[config.mk]
export PLATFORM = sky130hd
export DESIGN_NAME = sparse_vector_reduction
export DESIGN_NICKNAME = d
export VERILOG_FILES = /design/src/rtl/svr_pkg.sv /design/src/rtl/svr_gcd.sv /design/src/rtl/sparse_vector_reduction.sv
export VERILOG_INCLUDE_DIRS = /design/src /design/src/rtl
export SDC_FILE = /design/constraint.sdc
export NUM_CORES = 1
export LEC_CHECK = 0
export ABC_CLOCK_PERIOD_IN_PS = 8800
export BUFFER_PORTS_ARGS = -buffer_cell sky130_fd_sc_hd__buf_4
export CORE_UTILIZATION = 41
export CTS_CLUSTER_DIAMETER = 40
export DETAILED_ROUTE_END_ITERATION = 16
export HOLD_SLACK_MARGIN = 0.1
export SETUP_SLACK_MARGIN = 0.2
export SYNTH_ARGS = -nofsm -noshare
export SYNTH_HDL_FRONTEND = slang
export SYNTH_SLANG_ARGS = --single-unit
[constraint.sdc]
create_clock -name clk_i -period 8.8 [get_ports clk_i]
set_clock_uncertainty 0.05 [all_clocks]
set_input_delay 0.44 -clock clk_i [delete_from_list [all_inputs] [get_ports clk_i]]
set_output_delay 0.44 -clock clk_i [all_outputs]
set_load 0.02 [all_outputs]
[src/rtl/sparse_vector_reduction_assert.svh]
// assertion macros shared by the reduction block
`ifndef SPARSE_VECTOR_REDUCTION_ASSERT_SVH
`define SPARSE_VECTOR_REDUCTION_ASSERT_SVH

// same-cycle implication, checked out of reset
`define SVR_ASSERT_NOW(label, ante, cons) \
  label: assert property (@(posedge clk_i) disable iff (!rst_ni) (ante) |-> (cons)) \
    else $error("sparse_vector_reduction: check failed");

// next-cycle implication, checked out of reset
`define SVR_ASSERT_NEXT(label, ante, cons) \
  label: assert property (@(posedge clk_i) disable iff (!rst_ni) (ante) |=> (cons)) \
    else $error("sparse_vector_reduction: check failed");

`endif

[src/rtl/svr_pkg.sv]
package svr_pkg;

  localparam int unsigned COEFF_BITS  = 32;
  localparam int unsigned VAR_ID_BITS = 16;
  localparam int unsigned EXCL_BITS   = 16;
  localparam int unsigned DIM_BITS    = 16;
  localparam int unsigned SUM_BITS    = 48;
  localparam int unsigned VAL_BITS    = 32;
  localparam int unsigned MAG_BITS    = 31;
  localparam int unsigned K_BITS      = $clog2(MAG_BITS);

  typedef struct packed {
    logic                start;
    logic [MAG_BITS-1:0] a;
    logic [MAG_BITS-1:0] b;
  } gcd_req_t;

  typedef struct packed {
    logic                done;
    logic [MAG_BITS-1:0] result;
  } gcd_rsp_t;

endpackage

[src/rtl/svr_gcd.sv]
module svr_gcd (
  input  logic               clk_i,
  input  logic               rst_ni,
  input  svr_pkg::gcd_req_t  req_i,
  output svr_pkg::gcd_rsp_t  rsp_o
);

  localparam int unsigned MagBits = svr_pkg::MAG_BITS;
  localparam int unsigned KBits   = svr_pkg::K_BITS;

  localparam logic [1:0] ST_IDLE    = 2'd0;
  localparam logic [1:0] ST_REDUCE  = 2'd1;
  localparam logic [1:0] ST_RESTORE = 2'd2;

  logic [1:0]         st_q, st_d;
  logic [MagBits-1:0] a_q, a_d, b_q, b_d;
  logic [KBits-1:0]   k_q, k_d;
  logic [MagBits:0]   diff;

  assign diff = {1'b0, a_q} - {1'b0, b_q};

  // binary gcd, one shift or one subtract per cycle
  always_comb begin
    st_d = st_q;
    a_d  = a_q;
    b_d  = b_q;
    k_d  = k_q;
    case (st_q)
      ST_IDLE: begin
        if (req_i.start) begin
          a_d  = req_i.a;
          b_d  = req_i.b;
          k_d  = '0;
          st_d = ST_REDUCE;
        end
      end
      ST_REDUCE: begin
        if (b_q == '0) begin
          st_d = ST_RESTORE;
        end else begin
          case ({a_q[0], b_q[0]})
            2'b00: begin
              a_d = a_q >> 1;
              b_d = b_q >> 1;
              k_d = k_q + 1'b1;
            end
            2'b01: a_d = a_q >> 1;
            2'b10: b_d = b_q >> 1;
            default: begin
              // both odd: the difference is even and shifts out next
              if (diff[MagBits]) begin
                b_d = b_q - a_q;
              end else if (diff == '0) begin
                b_d = '0;
              end else begin
                a_d = diff[MagBits-1:0];
              end
            end
          endcase
        end
      end
      ST_RESTORE: begin
        // put back the common powers of two
        if (k_q == '0) begin
          st_d = ST_IDLE;
        end else begin
          a_d = a_q << 1;
          k_d = k_q - 1'b1;
        end
      end
      default: st_d = ST_IDLE;
    endcase
  end

  always_ff @(posedge clk_i or negedge rst_ni) begin
    if (!rst_ni) begin
      st_q <= ST_IDLE;
      k_q  <= '0;
    end else begin
      st_q <= st_d;
      k_q  <= k_d;
    end
  end

  always_ff @(posedge clk_i) begin
    a_q <= a_d;
    b_q <= b_d;
  end

  assign rsp_o.done   = (st_q == ST_RESTORE) && (k_q == '0);
  assign rsp_o.result = a_q;

endmodule

[src/rtl/sparse_vector_reduction.sv]
// Streaming reduction of a sparse integer vector, one term per input beat. On the beat
// flagged last, one result beat gives the count of non-constant terms, the saturating
// sum, max(0, largest), min(0, smallest), the GCD of all non-zero |coeff| and the same
// GCD without the terms of the configured excluded variable (both 1 when empty); the
// accumulators then clear. Coefficients are clamped to +/-(2^31 - 1). The block takes
// one beat at a time and stalls its input until the beat is fully folded in; a term
// needs up to two runs of the shared binary-GCD unit (one shift or one 31-bit
// subtract per cycle). A finished result waits in an output register while the
// next beats are taken; a last beat only holds in its final state if that register is
// still full and stalled. The excluded_variable register may be written at any time
// the block is idle.
`include "sparse_vector_reduction_assert.svh"

module sparse_vector_reduction #(
  parameter int unsigned COEFF_BITS  = svr_pkg::COEFF_BITS,
  parameter int unsigned VAR_ID_BITS = svr_pkg::VAR_ID_BITS
) (
  input  logic                                 clk_i,
  input  logic                                 rst_ni,
  // configuration
  input  logic                                 cfg_valid_i,
  output logic                                 cfg_ready_o,
  input  logic [svr_pkg::EXCL_BITS-1:0]        cfg_data_i,
  // input terms
  input  logic                                 in_valid_i,
  output logic                                 in_stall_o,
  input  logic [VAR_ID_BITS-1:0]               variable_id_i,
  input  logic signed [COEFF_BITS-1:0]         coeff_i,
  input  logic                                 no_term_i,
  input  logic                                 last_i,
  // results
  output logic                                 out_valid_o,
  input  logic                                 out_stall_i,
  output logic [svr_pkg::DIM_BITS-1:0]         dimension_o,
  output logic signed [svr_pkg::SUM_BITS-1:0]  coeff_sum_o,
  output logic [svr_pkg::MAG_BITS-1:0]         max_or_zero_o,
  output logic signed [svr_pkg::VAL_BITS-1:0]  min_or_zero_o,
  output logic [svr_pkg::MAG_BITS-1:0]         gcd_all_o,
  output logic [svr_pkg::MAG_BITS-1:0]         gcd_except_o
);

  localparam int unsigned ExclBits  = svr_pkg::EXCL_BITS;
  localparam int unsigned DimBits   = svr_pkg::DIM_BITS;
  localparam int unsigned SumBits   = svr_pkg::SUM_BITS;
  localparam int unsigned ValBits   = svr_pkg::VAL_BITS;
  localparam int unsigned MagBits   = svr_pkg::MAG_BITS;
  localparam int unsigned IdCmpBits = (VAR_ID_BITS > ExclBits) ? VAR_ID_BITS : ExclBits;

  localparam logic signed [63:0] ClampHi = (64'sd1 <<< MagBits) - 64'sd1;
  localparam logic signed [63:0] ClampLo = -ClampHi;
  localparam logic signed [SumBits-1:0] SumMax = {1'b0, {(SumBits-1){1'b1}}};
  localparam logic signed [SumBits-1:0] SumMin = {1'b1, {(SumBits-1){1'b0}}};
  localparam logic [MagBits-1:0] GcdOne = MagBits'(1);

  localparam logic [2:0] S_IDLE     = 3'd0;
  localparam logic [2:0] S_ALL      = 3'd1;
  localparam logic [2:0] S_ALL_WAIT = 3'd2;
  localparam logic [2:0] S_EXC      = 3'd3;
  localparam logic [2:0] S_EXC_WAIT = 3'd4;
  localparam logic [2:0] S_END      = 3'd5;

  logic [2:0]                state_q, state_d;
  logic [ExclBits-1:0]       excl_q;
  logic [DimBits-1:0]        dim_q, dim_d;
  logic signed [SumBits-1:0] sum_q, sum_d;
  logic signed [ValBits-1:0] max_q, max_d, min_q, min_d;
  logic [MagBits-1:0]        gcd_all_q, gcd_all_d, gcd_exc_q, gcd_exc_d;
  logic                      seen_any_q, seen_any_d, seen_other_q, seen_other_d;
  logic [MagBits-1:0]        mag_q, mag_d;
  logic                      last_q, last_d;
  logic                      need_all_q, need_all_d, need_exc_q, need_exc_d;
  logic                      out_valid_q, out_valid_d;
  logic                      load_out;

  logic signed [63:0]        coeff_ext;
  logic signed [ValBits-1:0] c_val;
  logic [MagBits-1:0]        mag;
  logic signed [SumBits:0]   sum_wide;
  logic signed [SumBits-1:0] sum_sat;
  logic                      id_hit;

  svr_pkg::gcd_req_t gcd_req;
  svr_pkg::gcd_rsp_t gcd_rsp;

  // clamp the most negative value so every magnitude fits
  assign coeff_ext = 64'(coeff_i);

  always_comb begin
    if (coeff_ext > ClampHi) begin
      c_val = ValBits'(ClampHi);
    end else if (coeff_ext < ClampLo) begin
      c_val = ValBits'(ClampLo);
    end else begin
      c_val = ValBits'(coeff_ext);
    end
  end

  assign mag = c_val[ValBits-1] ? MagBits'(-c_val) : MagBits'(c_val);

  assign sum_wide = (SumBits+1)'(sum_q) + (SumBits+1)'(c_val);

  always_comb begin
    if (sum_wide[SumBits] != sum_wide[SumBits-1]) begin
      sum_sat = sum_wide[SumBits] ? SumMin : SumMax;
    end else begin
      sum_sat = sum_wide[SumBits-1:0];
    end
  end

  assign id_hit = (IdCmpBits'(variable_id_i) == IdCmpBits'(excl_q));

  always_comb begin
    state_d      = state_q;
    dim_d        = dim_q;
    sum_d        = sum_q;
    max_d        = max_q;
    min_d        = min_q;
    gcd_all_d    = gcd_all_q;
    gcd_exc_d    = gcd_exc_q;
    seen_any_d   = seen_any_q;
    seen_other_d = seen_other_q;
    mag_d        = mag_q;
    last_d       = last_q;
    need_all_d   = need_all_q;
    need_exc_d   = need_exc_q;
    load_out     = 1'b0;
    case (state_q)
      S_IDLE: begin
        if (in_valid_i) begin
          last_d     = last_i;
          mag_d      = mag;
          need_all_d = !no_term_i && (mag != '0);
          need_exc_d = !no_term_i && (mag != '0) && !id_hit;
          if (!no_term_i) begin
            if ((variable_id_i != '0) && (dim_q != '1)) begin
              dim_d = dim_q + 1'b1;
            end
            sum_d = sum_sat;
            if (c_val > max_q) begin
              max_d = c_val;
            end
            if (c_val < min_q) begin
              min_d = c_val;
            end
          end
          state_d = S_ALL;
        end
      end
      S_ALL: begin
        if (need_all_q && seen_any_q) begin
          state_d = S_ALL_WAIT;
        end else begin
          if (need_all_q) begin
            gcd_all_d  = mag_q;
            seen_any_d = 1'b1;
          end
          state_d = S_EXC;
        end
      end
      S_ALL_WAIT: begin
        if (gcd_rsp.done) begin
          gcd_all_d = gcd_rsp.result;
          state_d   = S_EXC;
        end
      end
      S_EXC: begin
        if (need_exc_q && seen_other_q) begin
          state_d = S_EXC_WAIT;
        end else begin
          if (need_exc_q) begin
            gcd_exc_d    = mag_q;
            seen_other_d = 1'b1;
          end
          state_d = S_END;
        end
      end
      S_EXC_WAIT: begin
        if (gcd_rsp.done) begin
          gcd_exc_d = gcd_rsp.result;
          state_d   = S_END;
        end
      end
      S_END: begin
        if (!last_q) begin
          state_d = S_IDLE;
        end else if (!out_valid_q || !out_stall_i) begin
          load_out     = 1'b1;
          dim_d        = '0;
          sum_d        = '0;
          max_d        = '0;
          min_d        = '0;
          gcd_all_d    = GcdOne;
          gcd_exc_d    = GcdOne;
          seen_any_d   = 1'b0;
          seen_other_d = 1'b0;
          state_d      = S_IDLE;
        end
      end
      default: state_d = S_IDLE;
    endcase
  end

  assign gcd_req.start = ((state_q == S_ALL) && need_all_q && seen_any_q) ||
                         ((state_q == S_EXC) && need_exc_q && seen_other_q);
  assign gcd_req.a     = (state_q == S_EXC) ? gcd_exc_q : gcd_all_q;
  assign gcd_req.b     = mag_q;

  svr_gcd u_gcd (
    .clk_i  (clk_i),
    .rst_ni (rst_ni),
    .req_i  (gcd_req),
    .rsp_o  (gcd_rsp)
  );

  assign out_valid_d = load_out || (out_valid_q && out_stall_i);

  always_ff @(posedge clk_i or negedge rst_ni) begin
    if (!rst_ni) begin
      state_q      <= S_IDLE;
      excl_q       <= '0;
      dim_q        <= '0;
      sum_q        <= '0;
      max_q        <= '0;
      min_q        <= '0;
      gcd_all_q    <= GcdOne;
      gcd_exc_q    <= GcdOne;
      seen_any_q   <= 1'b0;
      seen_other_q <= 1'b0;
      last_q       <= 1'b0;
      need_all_q   <= 1'b0;
      need_exc_q   <= 1'b0;
      out_valid_q  <= 1'b0;
    end else begin
      state_q      <= state_d;
      if (cfg_valid_i) begin
        excl_q <= cfg_data_i;
      end
      dim_q        <= dim_d;
      sum_q        <= sum_d;
      max_q        <= max_d;
      min_q        <= min_d;
      gcd_all_q    <= gcd_all_d;
      gcd_exc_q    <= gcd_exc_d;
      seen_any_q   <= seen_any_d;
      seen_other_q <= seen_other_d;
      last_q       <= last_d;
      need_all_q   <= need_all_d;
      need_exc_q   <= need_exc_d;
      out_valid_q  <= out_valid_d;
    end
  end

  always_ff @(posedge clk_i) begin
    mag_q <= mag_d;
    if (load_out) begin
      dimension_o   <= dim_q;
      coeff_sum_o   <= sum_q;
      max_or_zero_o <= max_q[MagBits-1:0];
      min_or_zero_o <= min_q;
      gcd_all_o     <= gcd_all_q;
      gcd_except_o  <= gcd_exc_q;
    end
  end

  assign cfg_ready_o = 1'b1;
  assign in_stall_o  = (state_q != S_IDLE);
  assign out_valid_o = out_valid_q;

  `SVR_ASSERT_NEXT(a_busy_after_beat, in_valid_i && !in_stall_o, in_stall_o)
  `SVR_ASSERT_NOW(a_gcd_nonzero, 1'b1, (gcd_all_q != '0) && (gcd_exc_q != '0))
  `SVR_ASSERT_NOW(a_seen_order, seen_other_q, seen_any_q)
  `SVR_ASSERT_NOW(a_gcd_done_waiting, gcd_rsp.done,
                  (state_q == S_ALL_WAIT) || (state_q == S_EXC_WAIT))

endmodule
==> impl_metrics.yaml, run 1 <==
synth:
  yosysWarnings: 0
  yosysUniqueCellTypes: 86
  syn_area_um2: 29500
  ys_top_cells_by_count: "304 x a21oi_1, 282 x edfxtp_1, 280 x nor2_1"
  ys_ff_latch: 504
  synth_top_area_share_pct: 28.7
  synthCells: 2977
  synth_most_common_cell: "a21oi_1"
  synthFlopType: "edfxtp_1"
  syn_nets: 3236
  synth-edff-count: 282
  async_flop_share_pct: 44.0
  netlist_top_cells_area: "edfxtp_1 29%, dfrtp_1 19%, ha_1 7.8%"
  ys_seq_area_share_pct: 47.6
  avgSynthCellArea_um2: 9.90
  synth_area_leader_cell: "edfxtp_1"
clock_network:
  clk_path_buf_depth: 3
  cts_root_buffer: "clkbuf_16"
  cts_buffers: 77
  clock_latency_ns: 0.62
  htree_levels: 3
  clock_sinks: 504
  post-cts-setup-buffers: 0
  path_clk_slew_ns: 0.05
  cts_tree: "done"
global_routing:
  grt_max_degree: 132
  use_met1_pct: 32.8
  met3_usage_pct: 4.55
  grt_use_met2_pct: 44.4
  grt_util_all_layers_pct: 26.0
  grt_pass1_wl_um: 147000
  grt_pass1_vias: 24300
  antenna_found_initial: 2
  grt_remaining_overflow: 0
  grt-busiest-layer: "met2"
timing:
  finalCritPeriodShare_pct: 67.9
  fin_crit_ns: 5.97
  relSlewSlack_pct: 22.6
  final_max_slew_viol_count: 0
  fmax_ghz: 0.167
  tightest_slew_ns: 1.16
  hold_viol: 0
  finalSetupTns_ns: 0
  rsz0062_at_grt: "false"
  setup_viol: 0
drt:
  vias: 24400
  firstDrtPassIters: 6
  viasPerCell: 5.77
  wire_per_inst_um: 22.9
  drtAntennaViolNets: 0
  drtIter0Drc: 1817
  routed_wl_um: 96700
  drc: 0
pwr:
  swShare_pct: 23.7
  pwr-share-clk_pct: 53.1
  combPwrFrac_pct: 6.2
  power_density_nw_per_um2: 173
  p_sw_mw: 1.46
  vdd_drop_max_mv: 0.185
  p_int_mw: 4.68
  seqPwrFrac_pct: 40.7
  power_leakage_nw: 15.1
floorplan:
  core_area_um2: 70600
  num_rows: 97
  initial_core_util_pct: 41.7
  fp.dieH_um: 270
  die_w_um: 270
  io_pins: 263
  dieArea_um2: 73000
setup_path:
  cp.arrival_ns: 6.45
  reg2reg_slack_ns: 3.09
  crit_type: "input port to flip-flop"
  cp-start-kind: "input port"
  cp-end-kind: "flip-flop"
  worstPathMaxFanout: 30
  required_ns: 9.28
placed_design:
  io_buffers: 261
  dp.cells: 4061
  hpwl_um: 71300
  gp_congestion: 0.974
finish:
  area_growth_pct: 19.9
  diodes: 0
  nNetsFinal: 3479
  fillers: 6464
  fin_cells: 4224
  drive_above_1_share_pct: 16.7
hold_path:
  hp-class: "input port to flip-flop"
outcome:
  outcome: "completed"
flow_run:
  maxCapViolations: 0
-- registers in the layout (all words and copies together) (netlist names), 32 cells and up --
signal	flops
min_or_zero_o	32
sum_q	48
coeff_sum_o	48
max_q	32
min_q	32
-- cell usage in the layout, fill, tap and decap left out, types with 9 or more instances in the layout --
cell and n:
and2_1 21, xnor2_1 92, o211ai_1 11, dfrtp_1 220, a211oi_1 13, o21ai_0 165
a221oi_1 34, nand3_1 46, and3_1 14, o31ai_1 22, o21a_1 19, nor2_1 277
inv_1 203, ha_1 182, inv_6 13, o21ai_1 11, clkbuf_16 80, mux2_2 86
xor2_1 43, clkbuf_1 10, buf_4 287, nor4_1 35, or4_1 9, a21o_1 79
a21oi_1 302, bufinv_16 10, nand4_1 37, or3_1 19, dlygate4sd3_1 20, a31oi_1 28
edfxtp_1 282, mux2i_1 40, nand2b_1 15, nor2b_1 24, nor3_1 80, a21boi_0 10
nand2_1 218, o21bai_1 25, a22oi_1 32
-- area by class of cell --
class / count / area (µm²) / area share, %
clock buffers: 95 / 2110 / 5.96
clock inverters: 48 / 673 / 1.90
inverters: 206 / 781 / 2.21
multi-input cells: 2123 / 14200 / 40.2
flip-flops and latches: 504 / 14000 / 39.7
well taps: 940 / 1180 / 3.33
repair buffers: 308 / 2370 / 6.70
-- cells by family after synthesis --
kind of cell / count (synthesis) / share of synthesized area (%)
multiplexers: 126 / 4.64
XOR/XNOR: 136 / 4.07
other: 1 / 0.0127
adder cells (fa/ha/maj): 188 / 8.08
AND/OR/NAND/NOR: 832 / 13.2
AO/OA/AOI/OAI: 840 / 17.9
buffers and inverters: 350 / 4.56
flip-flops: 504 / 47.6
-- timing repair --
action | CTS | global route
gates resized for setup | 0 | 0
hold buffers | 20 | 0
hold endpoints to repair | 109 | 0
-- path summary, 6_finish.rpt --
kind	from	endpoint	cells after the start
worst min-delay path	coeff_i[0]	mag_q[0]	2
worst max register to register	u_gcd.a_q[0]	u_gcd.a_q[12]	14
worst min register to register	gcd_all_q[8]	gcd_all_o[8]	0
min in group asynchronous	rst_ni	min_q[20]	2
max in group asynchronous	rst_ni	seen_other_q	4
worst max-delay path	coeff_i[26]	sum_q[23]	22
-- metrics by stage --
| stage | power [mW] | hold slack [ns] | worst slack, ns | util, % | instance area (µm²) |
|---|---|---|---|---|---|
| final | 6.13 | 0.168 | 2.83 | 50.0 | 35400 |
| after global routing | 6.33 | 0.180 | 2.34 | 50.0 | 35400 |
| after CTS | 6.19 | 0.146 | 2.85 | 50.0 | 35400 |
| after detailed placement | 2.91 | 0.409 | 2.23 | 45.8 | 32400 |
| after global placement | 2.90 | 0.412 | 2.40 | 45.8 | 32400 |
| after floorplan | 2.76 | 0.0944 | 1.38 | - | 29500 |
-- power by group through the flow --
stage	logic (mW)	registers [mW]	clock network, mW
2_1_floorplan	0.220	2.54	0
3_3_place_gp	0.362	2.54	0
3_5_place_dp	0.368	2.54	0
4_1_cts	0.378	2.50	3.31
5_1_grt	0.416	2.50	3.42
6_report	0.380	2.50	3.26
-- critical path: stages --
cell and delay (ns):
buf_4 0.11, nor4_1 0.46, nand2_1 0.22, nor4_1 0.31, nand2_1 0.09, nand2_1 0.09
ha_1 0.23, inv_1 0.58, nand2_1 0.26, inv_1 0.22, ha_1 0.32, a21oi_1 0.20
a21oi_1 0.09, a211oi_1 0.36, a21oi_1 0.21, o311ai_1 0.41, nand2_1 0.12, o211a_1 0.35
xnor2_4 0.75, buf_4 0.34, nor2_1 0.08, o21ai_0 0.19
-- metal layers --
metal	wire, µm	up-vias
met2	47600	799
met4	3230	4
met3	5760	192
li1	-	11300
met1	40000	12000
met5	31	-
No activity file was read; power rests on OpenSTA's default activity.
==> inputs of run 2 (changes only) <==
--- a/config.mk
+++ b/config.mk
@@ -6,7 +6,8 @@
 export SDC_FILE = /design/constraint.sdc
 export NUM_CORES = 1
 export LEC_CHECK = 0
-export ABC_CLOCK_PERIOD_IN_PS = 8800
+export ABC_AREA = 1
+export ABC_CLOCK_PERIOD_IN_PS = 5200
 export BUFFER_PORTS_ARGS = -buffer_cell sky130_fd_sc_hd__buf_4
 export CORE_UTILIZATION = 41
 export CTS_CLUSTER_DIAMETER = 40
==> constraint.sdc (replaced) <==
create_clock -name clk_i -period 5.2 [get_ports clk_i]
set_clock_uncertainty 0.05 [all_clocks]
set_input_delay 0.26 -clock clk_i [delete_from_list [all_inputs] [get_ports clk_i]]
set_output_delay 0.26 -clock clk_i [all_outputs]
set_load 0.02 [all_outputs]
==> run 2 against run 1 <==
Effect of this change: worst hold slack lost 0.026 ns; synthesized cell count grew 28%; critical path depth is the same; count of clock-buffer cells in the layout grew 8; final cell count grew 23%; highest routed layer is now met4.
==> impl_metrics.yaml, run 2 <==
drt:
  wire_per_inst_um: 21.0
  drtIter0Drc: 2012
  routed_wl_um: 109000
  drc: 0
  vias: 28000
  drtAntennaViolNets: 0
  firstDrtPassIters: 5
  viasPerCell: 5.39
flow_run:
  maxCapViolations: 0
floorplan:
  core_area_um2: 74700
  dieArea_um2: 76800
  initial_core_util_pct: 41.6
  num_rows: 100
  fp.dieH_um: 277
  io_pins: 263
  die_w_um: 277
timing:
  fin_ws_ns: 0.579
  fmax_ghz: 0.216
  fin_crit_ns: 4.62
  tightest_slew_ns: 0.915
  hold_viol: 0
  setup_viol: 0
  final_max_slew_viol_count: 0
  rsz0062_at_grt: "false"
  finalCritPeriodShare_pct: 88.9
  relSlewSlack_pct: 38.9
global_routing:
  grt_pass1_wl_um: 165000
  grt_util_all_layers_pct: 28.1
  grt_max_degree: 150
  grt_pass1_vias: 28300
  antenna_found_initial: 0
  grt_remaining_overflow: 0
finish:
  layout_common_cells: "1,118 x nand2_1, 462 x inv_1, 305 x buf_4, 282 x edfxtp_1, 255 x a21oi_1"
  diodes: 0
  area_growth_pct: 21.8
  fin_cells: 5191
  postLayoutCoreUtil_pct: 50.6
  final_common_cell: "nand2_1"
  nNetsFinal: 4403
  reg.largest.list: "coeff_sum_o (48), sum_q (48)"
  drive_above_1_share_pct: 13.1
  fillers: 7275
synth:
  syn_nets: 4076
  synth_area_leader_cell: "edfxtp_1"
  avgSynthCellArea_um2: 8.13
  synth_top_area_share_pct: 27.3
  synthFlopType: "edfxtp_1"
  synth-edff-count: 282
  syn_area_um2: 31000
  yosysUniqueCellTypes: 59
  ys_top_cells_by_count: "1,118 x nand2_1, 466 x inv_1, 282 x edfxtp_1"
  ys_seq_area_share_pct: 45.2
  ys_ff_latch: 504
  synth_most_common_cell: "nand2_1"
  async_flop_share_pct: 44.0
  synthCells: 3817
  yosysWarnings: 0
  netlist_top_cells_area: "edfxtp_1 27%, dfrtp_1 18%, nand2_1 14%"
clock_network:
  htree_levels: 3
  clock_latency_ns: 0.65
  clock_sinks: 504
  cts_tree: "done"
  path_clk_slew_ns: 0.06
  cts_root_buffer: "clkbuf_16"
  cts_buffers: 90
  clk_path_buf_depth: 3
  post-cts-setup-buffers: 0
setup_path:
  cp-end-kind: "flip-flop"
  required_ns: 5.70
  cp-startpoint: "coeff_i[14]"
  rr_worst_depth: 16
  crit_type: "input port to flip-flop"
  worst-path-stages: 22
  critPathTopFamily: "simple AND/OR/NAND/NOR gates"
  reg2reg_slack_ns: 0.85
  slowest_stage: "dlygate4sd3_1"
  cp_slowest_stage_delay_ns: 0.54
  crit_path_end: "max_q[0]"
  cp.arrival_ns: 5.12
  worstPathMaxFanout: 46
  reg2reg_to: "u_gcd.a_q[25]"
  critPathBufInv: 8
  cp_cell_sequence: "dlygate4sd3_1 -> buf_4 -> inv_1 -> nand3_1 -> o41ai_1 -> ha_1 -> inv_4 -> nand2_1 -> inv_1 -> buf_4 -> ha_1 -> nand4_1 -> inv_1 -> nand4_1 -> nor4_2 -> nand4_1 -> nand3_1 -> nand2_1 -> nand2_2 -> buf_12 -> nand2_1 -> o21ai_0"
  rr_startpoint: "u_gcd.a_q[0]"
  cp-start-kind: "input port"
pwr:
  p_int_mw: 8.49
  vdd_drop_max_mv: 0.259
  power_density_nw_per_um2: 304
  seqPwrFrac_pct: 37.3
  pwr-share-clk_pct: 53.5
  combPwrFrac_pct: 9.1
  power_leakage_nw: 18.5
  swShare_pct: 26.2
  p_sw_mw: 3.01
placed_design:
  io_buffers: 261
  hpwl_um: 82500
  gp_congestion: 0.997
  dp_slack_ns: -0.227
  dp.cells: 4977
outcome:
  outcome: "completed"
hold_path:
  hp-class: "input port to flip-flop"
[run 2: cell count changes in the layout (fill, tap and decap cells not counted), sizes merged, moves of 45 or more]
cell,delta
inv,+277
o22ai,+63
nand2,+903
a21oi,-46
nand3b,+45
a21o,-69
xnor2,-61
nor3,-58
nand3,+129
[run 2: per-stage QoR]
step | instance area [µm²] | hold WS [ns] | power (mW) | setup TNS (ns)
2_1_floorplan | 31100 | -0.0856 | 5.01 | 0
3_3_place_gp | 34200 | 0.0739 | 5.37 | -3.71
3_5_place_dp | 34200 | 0.0739 | 5.37 | -4.82
4_1_cts | 37800 | 0.108 | 11.6 | 0
5_1_grt | 37800 | 0.145 | 11.9 | 0
6_report | 37800 | 0.142 | 11.5 | 0
[run 2: cells by family (layout without fill, tap and decap cells)]
kind of cell	Yosys count	in the layout	share of synthesized area [%]
AOI/OAI and AO/OA	665	665	12.0
xor gates and xnor gates	97	97	2.74
adders and majority gates	188	188	7.67
buffers and inverters	601	1006	7.64
DFF	504	504	45.2
muxes	45	45	1.63
other	1	1	0.0121
and+or+nand+nor	1716	1716	23.1
[run 2: worst min-delay path: stages]
cell     delay (ns)
buf_4          0.10
nand2_1        0.10
nand3_1        0.10
nand2_1        0.10
[run 2: area by class of cell]
class	instances	area, µm²	share of cell area, %
well taps	969	1210	3.20
multi-input cells	2712	14700	38.8
clock inverters	67	792	2.09
flip-flops and latches	504	14000	37.1
inverters	477	1800	4.75
repair buffers	359	2940	7.76
clock buffers	103	2390	6.33
[run 2: timing repair]
action / CTS / global route
setup endpoints to repair: 0 / 23
endpoints found under the hold margin: 250 / 0
hold buffers: 44 / 0
gates resized for setup: 0 / 1
[run 2: per-layer routing]
metal  up-vias  routed length (µm)  GRT usage (%)
met4         0                5050           12.8
li1      13400                   -              -
met2       890               54100           49.4
met3       268                5120           3.55
met5         -                   0              0
met1     13400               45000           34.3
[run 2: worst min-delay path by stage]
stage,endpoint,start,cells after the start
detailed placement,excl_q[10],rst_ni,1
CTS,mag_q[5],coeff_i[5],4
finish,mag_q[5],coeff_i[5],4
floorplan,dim_q[0],rst_ni,0
global route,mag_q[0],coeff_i[0],4
global placement,excl_q[10],rst_ni,1
[run 2: power groups by stage]
stage	sequential (mW)	combinational [mW]	clock, mW
after global routing	4.30	1.17	6.42
after global placement	4.37	1.00	0
after floorplan	4.35	0.666	0
after detailed placement	4.37	1.00	0
final	4.29	1.05	6.16
after CTS	4.29	1.04	6.25
